===== config.mk =====
export PLATFORM = sky130hd
export DESIGN_NAME = ssrr_front_flat
export DESIGN_NICKNAME = d
export VERILOG_FILES = /design/src/hdl/ssrr_pkg.sv /design/src/hdl/ssrr_if.sv /design/src/hdl/ssrr_front.sv /design/src/flat_wrapper.sv
export SDC_FILE = /design/constraint.sdc
export NUM_CORES = 1
export LEC_CHECK = 0
export ABC_AREA = 1
export BUFFER_PORTS_ARGS = -buffer_cell sky130_fd_sc_hd__buf_2
export CAP_MARGIN = 20
export CELL_PAD_IN_SITES_DETAIL_PLACEMENT = 0
export CELL_PAD_IN_SITES_GLOBAL_PLACEMENT = 1
export CORE_MARGIN = 2
export CORE_UTILIZATION = 33
export DETAILED_ROUTE_END_ITERATION = 7
export PLACE_DENSITY = 0.78
export REMOVE_ABC_BUFFERS = 1
export SYNTH_ARGS = -nofsm -noshare
export SYNTH_HDL_FRONTEND = slang
export SYNTH_SLANG_ARGS = --single-unit
export TNS_END_PERCENT = 100

===== constraint.sdc =====
create_clock -name clk_i -period 12.57 [get_ports clk_i]
set_clock_uncertainty 0.2 [all_clocks]
set_input_delay 0.6285 -clock clk_i [delete_from_list [all_inputs] [get_ports clk_i]]
set_output_delay 0.6285 -clock clk_i [all_outputs]
set_load 0.05 [all_outputs]

===== src/hdl/ssrr_pkg.sv =====
// shared constants, types and codes of the stream-aware rrip replacement block
`timescale 1ns / 1ps
package ssrr_pkg;

  localparam int SETS         = 2048;
  localparam int WAYS         = 16;
  localparam int SIG_BITS     = 6;
  localparam int DELTA_WINDOW = 8;

  localparam int SET_W   = (SETS > 1) ? $clog2(SETS) : 1;
  localparam int WAY_W   = $clog2(WAYS);
  localparam int PTR_W   = $clog2(DELTA_WINDOW);
  localparam int PAIR_W  = $clog2(DELTA_WINDOW);
  localparam int SIGS    = 1 << SIG_BITS;
  localparam int CLR_N   = (SETS > SIGS) ? SETS : SIGS;
  localparam int CLR_W   = $clog2(CLR_N);

  localparam int SET_IDX_W = 11;
  localparam int WAY_IN_W  = 4;
  localparam int ADDR_W    = 64;
  localparam int DELTA_W   = 32;
  localparam int LINE_OFF  = 6;
  localparam int STHR_W    = 4;
  localparam int RTHR_W    = 3;

  localparam logic [1:0] RRPV_TOP  = 2'd3;
  localparam logic [1:0] RRPV_NEAR = 2'd0;
  localparam logic [1:0] CTR_TOP   = 2'd3;
  localparam logic [1:0] CTR_RESET = 2'd1;
  localparam logic [STHR_W-1:0] STREAM_THR_RESET = 4'd6;
  localparam logic [RTHR_W-1:0] REUSE_THR_RESET  = 3'd1;

  typedef enum logic {
    CFG_STREAM_THR = 1'b0,
    CFG_REUSE_THR  = 1'b1
  } cfg_idx_e;

  typedef enum logic [1:0] {
    ST_CLEAR,
    ST_IDLE,
    ST_CALC,
    ST_FIN
  } back_state_e;

  typedef struct packed {
    logic [STHR_W-1:0] stream_thr;
    logic [RTHR_W-1:0] reuse_thr;
  } cfg_t;

  typedef struct packed {
    logic                is_update;
    logic [SET_W-1:0]    set;
    logic [WAY_IN_W-1:0] way;
    logic [ADDR_W-1:0]   addr;
    logic                hit;
    logic [SIG_BITS-1:0] sig;
  } item_t;

  typedef struct packed {
    logic [WAYS-1:0][1:0]                 rrpv;
    logic [ADDR_W-1:0]                    last;
    logic [DELTA_WINDOW-1:0][DELTA_W-1:0] ring;
    logic [PTR_W-1:0]                     ptr;
  } row_t;

  localparam int ROW_W = $bits(row_t);

endpackage


===== src/hdl/ssrr_if.sv =====
// request and result channel interfaces
`timescale 1ns / 1ps
interface ssrr_req_if;
  logic        valid;
  logic        ready;
  logic        req_type;
  logic [10:0] set_index;
  logic [3:0]  way;
  logic [63:0] addr;
  logic [63:0] pc;
  logic        hit;

  modport source (output valid, req_type, set_index, way, addr, pc, hit, input ready);
  modport sink   (input valid, req_type, set_index, way, addr, pc, hit, output ready);
endinterface



===== src/hdl/ssrr_front.sv =====
// front end: accepts requests, forms set and signature, two-entry queue
`timescale 1ns / 1ps
module ssrr_front (
  input  logic                 clk_i,
  input  logic                 rst_ni,
  ssrr_req_if.sink             req_i,
  output logic                 q_valid_o,
  input  logic                 q_ready_i,
  output ssrr_pkg::item_t      q_item_o
);
  ssrr_pkg::item_t mem_q [2];
  ssrr_pkg::item_t in_item;
  logic       wp_q, wp_d, rp_q, rp_d;
  logic [1:0] cnt_q, cnt_d;
  logic       push, pop;

  always_comb begin
    in_item.is_update = req_i.req_type;
    in_item.set  = ssrr_pkg::SET_W'(32'(req_i.set_index) % ssrr_pkg::SETS);
    in_item.way  = req_i.way;
    in_item.addr = req_i.addr;
    in_item.hit  = req_i.hit;
    in_item.sig  = ssrr_pkg::SIG_BITS'(req_i.pc ^ (req_i.addr >> ssrr_pkg::LINE_OFF));
  end

  assign req_i.ready = (cnt_q != 2'd2);
  assign push        = req_i.valid && req_i.ready;
  assign q_valid_o   = (cnt_q != 2'd0);
  assign pop         = q_valid_o && q_ready_i;
  assign q_item_o    = mem_q[rp_q];

  always_comb begin
    wp_d  = push ? ~wp_q : wp_q;
    rp_d  = pop ? ~rp_q : rp_q;
    cnt_d = cnt_q + 2'(push) - 2'(pop);
  end

  always_ff @(posedge clk_i or negedge rst_ni) begin
    if (!rst_ni) begin
      wp_q  <= 1'b0;
      rp_q  <= 1'b0;
      cnt_q <= 2'd0;
    end else begin
      wp_q  <= wp_d;
      rp_q  <= rp_d;
      cnt_q <= cnt_d;
    end
  end

  always_ff @(posedge clk_i) begin
    if (push) begin
      mem_q[wp_q] <= in_item;
    end
  end
endmodule


===== src/flat_wrapper.sv =====
// flat-port wrapper written by rule: the top's interface ports become plain ports
module ssrr_front_flat 
  (clk_i, rst_ni, q_valid_o, q_ready_i, q_item_o, req_i_valid, req_i_req_type, req_i_set_index, req_i_way, req_i_addr, req_i_pc, req_i_hit, req_i_ready);
  ssrr_req_if req_i_i ();
  input  logic clk_i;
  input  logic rst_ni;
  output logic q_valid_o;
  input  logic q_ready_i;
  output ssrr_pkg::item_t q_item_o;
  input wire logic [$bits(req_i_i.valid)-1:0] req_i_valid;
  input wire logic [$bits(req_i_i.req_type)-1:0] req_i_req_type;
  input wire logic [$bits(req_i_i.set_index)-1:0] req_i_set_index;
  input wire logic [$bits(req_i_i.way)-1:0] req_i_way;
  input wire logic [$bits(req_i_i.addr)-1:0] req_i_addr;
  input wire logic [$bits(req_i_i.pc)-1:0] req_i_pc;
  input wire logic [$bits(req_i_i.hit)-1:0] req_i_hit;
  output wire logic [$bits(req_i_i.ready)-1:0] req_i_ready;
  assign req_i_i.valid = req_i_valid;
  assign req_i_i.req_type = req_i_req_type;
  assign req_i_i.set_index = req_i_set_index;
  assign req_i_i.way = req_i_way;
  assign req_i_i.addr = req_i_addr;
  assign req_i_i.pc = req_i_pc;
  assign req_i_i.hit = req_i_hit;
  assign req_i_ready = req_i_i.ready;
  ssrr_front u_core (.clk_i(clk_i), .rst_ni(rst_ni), .req_i(req_i_i), .q_valid_o(q_valid_o), .q_ready_i(q_ready_i), .q_item_o(q_item_o));
endmodule

# Word-level counts from Yosys, hierarchy flattened
# Memories as Yosys holds them, arrays and structs flattened.
# Cells that the tools add are included.
[totals]
regBits = 4
ram_bits = 174
inputBits = 149
output_inout_bits = 89
wordCells = 15
memories = 1
[classes]
add_sub_neg = 2
n_eq_ne = 1
n_mux = 2
bitwise = 3
n_reduce_logical = 3
[memory_table]
columns = ["memory", "depth", "word_bits", "rd", "rd_ports_with_merged_regs", "write_ports", "line", "text"]
rows = [
  ["u_core.mem_q", 2, 87, 1, 0, 1, "ssrr_front.sv:11", "ssrr_pkg::item_t mem_q [2];"],
]
[ops]
columns = ["operator", "count"]
rows = [
  ["$xor A6 B6 Y6", 1],
  ["$add A2 B1 Y2", 1],
  ["$logic_and A1 B1 Y1", 2],
  ["$mux W1", 2],
  ["$ne A2 B2 Y1 const B", 1],
  ["$not A1 Y1", 2],
  ["$reduce_bool A2 Y1", 1],
  ["$sub A2 B1 Y2", 1],
]

# Depth between registers and ports, before layout
# Gate-level depths: netlist of run 1.
[logic_depth]
depth_word = 4
mapped_depth = 10
depth_no_buf = 10

# Least setup slack after synthesis of run 1
# No wires, ideal clock.
[synth_path]
path_kind = "register -> register"
start = "reg u_core.cnt_q[1]"
end = "mem u_core.mem_q[1][0] (netlist name) (enable)"
setup_ps = 534
arrival_time_ps = 4566
required_time_ps = 11836
slack_ps = 7270
stages_incl_launch_ff = 4
n_path_buf = 0
synth_period_minus_slack_ps = 5300
path_cell_list = "dfrtp_1 > nand2_1 > nand2_1 > nor2_1"
[synth_between]
elab_chain_cells = 4
[synth_rtl]
columns = ["element", "line", "text"]
rows = [
  ["start: declaration", "ssrr_front.sv:14", "logic [1:0] cnt_q, cnt_d;"],
  ["start signal: assignment", "ssrr_front.sv:46", "cnt_q <= cnt_d;"],
  ["$ne A2 B2 Y1", "ssrr_front.sv:26", "assign req_i.ready = (cnt_q != 2'd2);"],
  ["net req_i_ready", "flat_wrapper.sv:17", "output wire logic [$bits(req_i_i.ready)-1:0] req_i_ready;"],
  ["$logic_and A1 B1 Y1", "ssrr_front.sv:27", "assign push = req_i.valid && req_i.ready;"],
  ["$mux W1", "ssrr_front.sv:51", "if (push) begin"],
  ["$mux W1 (not written as such)", "ssrr_front.sv:52", "mem_q[wp_q] <= in_item;"],
  ["end: declaration", "ssrr_front.sv:11", ""],
]
# The timed path passes the listed nets, and every way through them passes these cells.

==> out/qor.txt, run 1 <==
Hold Vio Cnt, Final = 0
final setup vio count = 0
met2 track utilization from global routing = 21.9%
Netlist cell types = 12
flop2flop setup slack = 10180 ps
Clock Power Share = 21.9%
f_max = 282 MHz
largest net degree at the start of global routing = 90
met1 Usage GRT = 14.8%
number of port buffers = 179
Die Y = 146 um
core area = 0.0196 sq mm
Reg power frac = 36.4%
Rows = 51
adder-cell area share of the yosys netlist = 0.378%
Starting DRT DRC Count = 152
Overflow after GRT = 0
fin nets = 827
Synth area leader = edfxtp_1
busiest metal layer after global routing = met2
Worst Path Max Fanout = 89
Detailed Place HPWL = 7780 um
clock root cell = clkbuf_16
synthesized area = 0.00662 sq mm
Hold Path Sink = u_core.mem_q[1][26]
Post-Synthesis Cells = 493
Post-Route WL = 13000 um
clk_lat worst skew = 420 ps
Tcrit/Tclk final = 28.2%
commonest cells after routing, fill and taps aside = 274 x nand2_1, 179 x buf_2, 174 x edfxtp_1, 17 x clkbuf_16, 8 x inv_1
worst path buffer plus inverter count = 2
syn avg cell area = 13.4 sq um
clk sink count = 178
# fillers = 1829
Synth Area in Compound Gates = 0%
grt met3 use = 3.76%
Net Sw Frac = 45.9%
Die W = 146 um
total number of vias = 4028
class of the worst hold path = input pin to flop
mux share of post-synthesis cell area = 0%
post_cts resized = 0
MaxCap Viol Count = 0
share of total power in combinational logic = 41.7%
GRT Total Usage = 12.6%
depth of the most critical reg-to-reg path = 3
CTS tree = yes
startpoint types = flop
Starting Density = 33.8%
WHS Path Cells = 1
CP max stage cell = dfrtp_4
Pre-Repair DR Iteration Count = 4
Antenna Violating Nets Remaining = 0
Final Max Slew Viols = 0
Final GP Congestion = 0.698
Crit Path Class = flop to primary output
most frequent CP cell = nand2_1
min-delay src = req_i_addr[19]
sequential share of the synthesized area = 80.5%
worst r2r src = u_core.rp_q
commonest non-fill, non-tap cell in the layout = nand2_1
VDD IR max = 0.165 mV
crit-path cells = inv_4 > nand2_1 > nand2_1 > buf_2
CTS Buffer Depth = 2
RSZ-0062 raised after global routing = no
switching pwr = 1.11 mW
Layout area overhead = 26.2%
layout cells sized above 1 = 31.2%
pwr dens = 291 mW/mm^2
clk slew on worst S/H paths = 60 ps
internal power = 1.32 mW
Top-Level Pins = 238
CP Data Arrival Time = 2720 ps
status = completed
first-pass GRT wire length = 20600 um
vias in the first global route = 4039
Top delay family on crit path = flip-flops
Pleak = 3.59 nW
Non-Filler Instances = 954
synth top area cells = edfxtp_1 79%, nand2_1 16%, dfrtp_1 1.5%
Seq cells post-synth = 178
die area = 0.0212 sq mm
xor/xnor share of the synthesized area = 0.794%
minimum clock period = 3550 ps
worst slew pin tran = 1070 ps
ANT cells = 0
worst r2r dst = u_core.rp_q
CTS Hold Bufs = 1
placed cells = 921
Post-CTS Repair Setup Buffers = 0
Vias per Instance = 4.22
simple-gate share of the synthesized area = 15.8%
Worst EP required = 11740 ps
H-tree depth = 4
area share of the largest cell type after synthesis = 79.0%
Synthesis Warnings = 0
initial antenna violation count = 2
Residual DRC = 0
main combinational cell family by area after synthesis = simple AND/OR/NAND/NOR gates
Slowest Stage Delay on Critical Path = 1120 ps
Setup TNS = 0 ps
Avg WL per Cell = 13.6 um
CP Capture Type = primary output
CTS Buf Count = 17
Slew headroom = 28.6%
## power groups by stage
stage,combinational [mW],clock (mW),sequential (mW)
finish,1.01,0.531,0.884
global route,1.09,0.568,0.901
CTS,1.03,0.547,0.887
detailed placement,1.03,0,0.899
global placement,1.03,0,0.897
floorplan,0.778,0,0.885
## worst register-to-register path, stage by stage, from the launching register on
cell and delay [ps]:
dfrtp_4 1120, inv_4 640, nand3_1 260, nand2_1 70
## final cells by class
| cell class | count | area, sq um | share of cell area (%) |
|---|---|---|---|
| sequential | 178 | 5330 | 63.8 |
| multi-input combinational | 286 | 1130 | 13.6 |
| timing repair buffer | 183 | 928 | 11.1 |
| clock buffer | 19 | 433 | 5.18 |
| tap | 265 | 332 | 3.97 |
| clock inverter | 13 | 158 | 1.89 |
| inverter | 10 | 42.5 | 0.509 |
## metrics by stage
stage               cell area, sq um  setup slack, ps  hold WS [ps]  power (mW)  utilization [%]
CTS                             8350             8920           171        2.47             42.6
floorplan                       6490             7270           133        1.66                -
global route                    8350             8740           176        2.56             42.6
finish                          8350             9020           194        2.43             42.6
global placement                7750             9390           237        1.93             39.6
detailed placement              7750             9390           241        1.93             39.6
## worst max path at each step
stage               cells past startpoint            endpoint  slack [ps]             from
global route                            4        q_item_o[32]        8740      u_core.rp_q
finish                                  4        q_item_o[32]        9020      u_core.rp_q
global placement                        4        q_item_o[32]        9390      u_core.rp_q
CTS                                     4        q_item_o[13]        8920      u_core.rp_q
floorplan                               3  u_core.mem_q[1][0]        7270  u_core.cnt_q[1]
detailed placement                      4        q_item_o[61]        9390      u_core.rp_q
## Yosys cell counts, drive strengths merged
master	number
dfrtp	4
nand3	3
xor2	6
ha	2
edfxtp	174
buf	19
nor2	1
nand2	274
inv	10
## kinds of logic after synthesis
logic type,Yosys count
and+or+nand+nor,278
buffers and inverters,29
xor gates and xnor gates,6
adders and majority gates,2
DFF,178
## metal layers
metal	routed length, um	up-vias
met1	5660	1871
met3	764	11
li1	-	2019
met2	6370	125
met4	163	2
met5	16	-
## state kept, by name, indices dropped and copies added, names as in the netlist
register / flops
u_core.cnt_q: 2
u_core.rp_q: 1
u_core.wp_q: 1
u_core.mem_q: 174
(Power assumes the default switching activity.)
==> run 2, diff against run 1 <==
--- a/config.mk
+++ b/config.mk
@@ -13,7 +13,7 @@
 export CORE_MARGIN = 2
 export CORE_UTILIZATION = 33
 export DETAILED_ROUTE_END_ITERATION = 7
-export PLACE_DENSITY = 0.78
+export PLACE_DENSITY = 0.8
 export REMOVE_ABC_BUFFERS = 1
 export SYNTH_ARGS = -nofsm -noshare
 export SYNTH_HDL_FRONTEND = slang
==> constraint.sdc (replaced) <==
create_clock -name clk_i -period 2.98 [get_ports clk_i]
set_clock_uncertainty 0.2 [all_clocks]
set_input_delay 0.149 -clock clk_i [delete_from_list [all_inputs] [get_ports clk_i]]
set_output_delay 0.149 -clock clk_i [all_outputs]
set_load 0.05 [all_outputs]
==> out/qor.txt, run 2 (synthesis gave the netlist of run 1 again) <==
Worst EP required = 2630 ps
vias in the first global route = 4619
class of the worst hold path = input pin to flop
Tcrit/Tclk final = 84.7%
share of total power in combinational logic = 44.2%
worst slew pin tran = 456 ps
fin nets = 922
Slew headroom = 69.6%
first-pass GRT wire length = 23000 um
Starting Density = 33.8%
clk_lat worst skew = 410 ps
number of port buffers = 179
Pleak = 4.00 nW
Starting DRT DRC Count = 169
Final Instance Area = 0.00933 sq mm
layout cells sized above 1 = 27.8%
Top-Level Pins = 238
Rows = 51
clk slew on worst S/H paths = 70 ps
Crit Path Class = flop to primary output
Detailed Place HPWL = 8600 um
worst r2r dst = u_core.mem_q[0][24]
commonest non-fill, non-tap cell in the layout = nand2_1
Vias per Instance = 4.26
Post-Route WL = 14400 um
Residual DRC = 0
Largest Register = u_core.mem_q
Tot Pwr = 10.4 mW
WHS Path Cells = 2
Area after DPL = 0.00783 sq mm
Hold Path Sink = u_core.mem_q[1][35]
CP max stage cell = dfrtp_4
GRT Total Usage = 13.9%
CTS Buffer Depth = 2
H-tree depth = 4
placed cells = 926
min-delay src = req_i_addr[28]
Slowest Stage Delay on Critical Path = 630 ps
depth of the most critical reg-to-reg path = 4
Clock Power Share = 21.4%
startpoint types = flop
most frequent CP cell = nand2_1
CTS tree = yes
Overflow after GRT = 0
flop2flop setup slack = 1020 ps
MaxCap Viol Count = 0
Hold Vio Cnt, Final = 0
total number of vias = 4473
Die W = 146 um
status = completed
Worst Path Max Fanout = 29
clk sink count = 178
internal power = 5.68 mW
CP Data Arrival Time = 2180 ps
crit-path cells = inv_4 > buf_4 > nand2_1 > nand2_1 > buf_2
worst r2r src = u_core.cnt_q[1]
pwr dens = 1120 mW/mm^2
Final GP Congestion = 0.686
f_max = 396 MHz
Antenna Violating Nets Remaining = 0
CP Capture Type = primary output
Die Y = 146 um
switching pwr = 4.76 mW
Avg WL per Cell = 13.7 um
RSZ-0062 raised after global routing = no
Non-Filler Instances = 1049
minimum clock period = 2530 ps
max FFs per register = 174
clock root cell = clkbuf_16
Pre-Repair DR Iteration Count = 4
Regs by FF count = u_core.mem_q (174), u_core.cnt_q (2)
beginning of the critical path = u_core.rp_q
Final Max Slew Viols = 0
ANT cells = 0
CTS Buf Count = 17
VDD IR max = 0.745 mV
core area = 0.0196 sq mm
Net Sw Frac = 45.6%
initial antenna violation count = 0
commonest cells after routing, fill and taps aside = 274 x nand2_1, 179 x buf_2, 174 x edfxtp_1, 91 x dlygate4sd3_1, 17 x clkbuf_16
final setup vio count = 0
largest net degree at the start of global routing = 59
die area = 0.0212 sq mm
Layout area overhead = 41.0%
Post-CTS Repair Setup Buffers = 0
Reg power frac = 34.4%
==> run 2: cell count changes in the layout (fill, tap and decap cells not counted), sizes merged <==
cell         change
buf              +5
dlygate4sd3     +90
clkinvlp         -1
clkinv           -1
inv              +1
clkbuf           +1
==> run 2: power by group through the flow <==
stage          sequential [mW]  combinational [mW]  clock, mW
6_report                  3.60                4.62       2.23
5_1_grt                   3.65                4.95       2.39
4_1_cts                   3.60                4.70       2.30
3_5_place_dp              3.65                4.60          0
3_3_place_gp              3.63                4.57          0
2_1_floorplan             3.73                3.28          0
==> run 2: area by class of cell <==
type	count	area [sq um]
timing repair buffer	278	1900
clock buffer	20	437
tap	265	332
inverter	10	42.5
clock inverter	12	153
fill	1738	10300
sequential	178	5330
multi-input combinational	286	1130
==> run 2: per-layer routing <==
metal | routed length (um) | up-vias | GRT usage [%] | share of wire [%]
li1 | - | 2204 | - | -
met1 | 6100 | 2138 | 16.2 | 42
met2 | 7470 | 115 | 24.9 | 52
met3 | 601 | 16 | 3.64 | 4.2
met4 | 204 | 0 | 4.56 | 1.4
met5 | 0 | - | 0 | 0
==> run 2: through the flow <==
stage          TNS (ps)  hold slack, ps  utilization, %  worst slack (ps)
2_1_floorplan   -233690            -347               -             -2320
3_3_place_gp          0            -239            40.0               849
3_5_place_dp          0            -237            40.0               847
4_1_cts               0             230            47.6               384
5_1_grt               0             240            47.6               273
6_report              0             254            47.6               455
==> run 2: worst max-delay path, delay by kind of cell (launching register included) <==
kind          cells  cell delay, ps
buf+inv           3             940
flops             1             630
simple gates      2             170
==> run 2: worst max-delay path by stage <==
stage                                     to  slack, ps  depth (start not counted)
after global placement          q_item_o[12]        850                          5
after CTS                       q_item_o[85]        380                          5
final                           q_item_o[60]        450                          5
after detailed placement        q_item_o[85]        850                          5
after floorplan           u_core.mem_q[1][0]      -2320                          3
after global routing            q_item_o[24]        270                          5
==> run 2: timing repair <==
item | CTS | global route
resized for setup | 0 | 0
endpoints found under the hold margin | 181 | 0
setup endpoints to repair | 0 | 0
hold buffers | 91 | 0
==> run 3, diff against run 2 <==
==> constraint.sdc (replaced) <==
create_clock -name clk_i -period 2.15 [get_ports clk_i]
set_clock_uncertainty 0.2 [all_clocks]
set_input_delay 0.1075 -clock clk_i [delete_from_list [all_inputs] [get_ports clk_i]]
set_output_delay 0.1075 -clock clk_i [all_outputs]
set_load 0.05 [all_outputs]
==> out/qor.txt, run 3 (synthesis gave the netlist of run 1 again) <==
Worst Path Max Fanout = 88
core area = 0.0196 sq mm
Tcrit/Tclk final = 97.0%
WHS = 211 ps
Worst EP required = 1840 ps
Final Util = 48.3%
minimum clock period = 2090 ps
pwr dens = 1550 mW/mm^2
Hold Vio Cnt, Final = 0
Final GP Congestion = 0.712
MaxCap Viol Count = 0
clk_lat worst skew = 410 ps
clock root cell = clkbuf_16
H-tree depth = 4
Layout area overhead = 43.1%
f_max = 480 MHz
commonest cells after routing, fill and taps aside = 274 x nand2_1, 174 x edfxtp_1, 170 x buf_2, 91 x dlygate4sd3_1, 17 x clkbuf_16
Antenna Violating Nets Remaining = 0
startpoint types = flop
status = completed
layout cells sized above 1 = 28.2%
# fillers = 1705
Pleak = 4.05 nW
Largest Register = u_core.mem_q
dpl ws = 399 ps
CP Capture Type = primary output
Final Max Slew Viols = 0
Pre-Repair DR Iteration Count = 4
total number of vias = 4448
Rows = 51
Setup TNS = 0 ps
number of port buffers = 179
VDD IR max = 0.810 mV
vias in the first global route = 4672
die area = 0.0212 sq mm
first-pass GRT wire length = 23400 um
Starting Density = 33.8%
final setup vio count = 0
max FFs per register = 174
Vias per Instance = 4.23
Overflow after GRT = 0
worst slew pin tran = 468 ps
initial antenna violation count = 0
GRT Total Usage = 14.1%
Post-Route WL = 14500 um
Die W = 146 um
fin nets = 924
ANT cells = 0
Residual DRC = 0
Detailed Place HPWL = 8480 um
Avg WL per Cell = 13.8 um
Starting DRT DRC Count = 216
largest net degree at the start of global routing = 89
Die Y = 146 um
CP Data Arrival Time = 1780 ps
RSZ-0062 raised after global routing = no
CTS Buffer Depth = 2
Regs by FF count = u_core.mem_q (174), u_core.cnt_q (2)
Post-CTS Repair Setup Buffers = 0
CTS Buf Count = 17
Top-Level Pins = 238
clk slew on worst S/H paths = 70 ps
Slew headroom = 68.8%
final setup margin = 64.6 ps
CTS tree = yes
class of the worst hold path = input pin to flop
Crit Path Class = flop to primary output
commonest non-fill, non-tap cell in the layout = nand2_1
clk sink count = 178
run 3: critical path, stage by stage, from the launching register on:
cell and delay [ps]:
dfrtp_4 470, buf_16 280, nand2_1 130, nand2_1 90
buf_2 250
run 3: path summary, 6_finish.rpt:
check,start,endpoint,slack [ps],depth (start not counted)
worst max-delay path,u_core.rp_q,q_item_o[82],60,4
worst min-delay path,req_i_addr[25],u_core.mem_q[0][32],210,2
worst max register to register,u_core.cnt_q[1],u_core.mem_q[0][76],430,4
worst min register to register,u_core.wp_q,u_core.wp_q,290,2
max in group asynchronous,rst_ni,u_core.rp_q,1170,3
min in group asynchronous,rst_ni,u_core.wp_q,390,3
run 3: stage by stage:
stage               total power, mW  cell area [sq um]  instances
floorplan                      9.72               6490        474
global placement               11.6               7960        928
detailed placement             11.7               7960        928
CTS                            14.8               9440       1051
global route                   15.5               9470       1051
finish                         14.7               9470       1051
run 3: repair_timing:
item	CTS	global route
gates resized for setup	1	8
hold buffers	91	0
endpoints found under the hold margin	181	0
cloned	0	0
setup endpoints to repair	9	12
run 3: area by class of cell:
class	count	area, sq um	area share, %
inverters	10	47.5	0.502
clock inverters	15	140	1.48
flip-flops and latches	178	5330	56.3
repair buffers	280	2060	21.8
clock buffers	17	425	4.49
multi-input cells	286	1130	12.0
well taps	265	332	3.50
run 3: per-layer routing:
layer	global-route usage [%]	vias up	wire, um
li1	-	2215	-
met1	16.8	2084	6260
met2	24.6	131	7320
met3	4.61	18	712
met4	4.07	0	223
met5	0	-	0
run 3: where the power goes:
| group | internal (mW) | switching [mW] | total [mW] |
|---|---|---|---|
| clock | 1.70 | 1.27 | 2.97 |
| sequential | 4.73 | 0.183 | 4.92 |
| combinational | 1.59 | 5.24 | 6.82 |
| total | 8.02 | 6.69 | 14.7 |
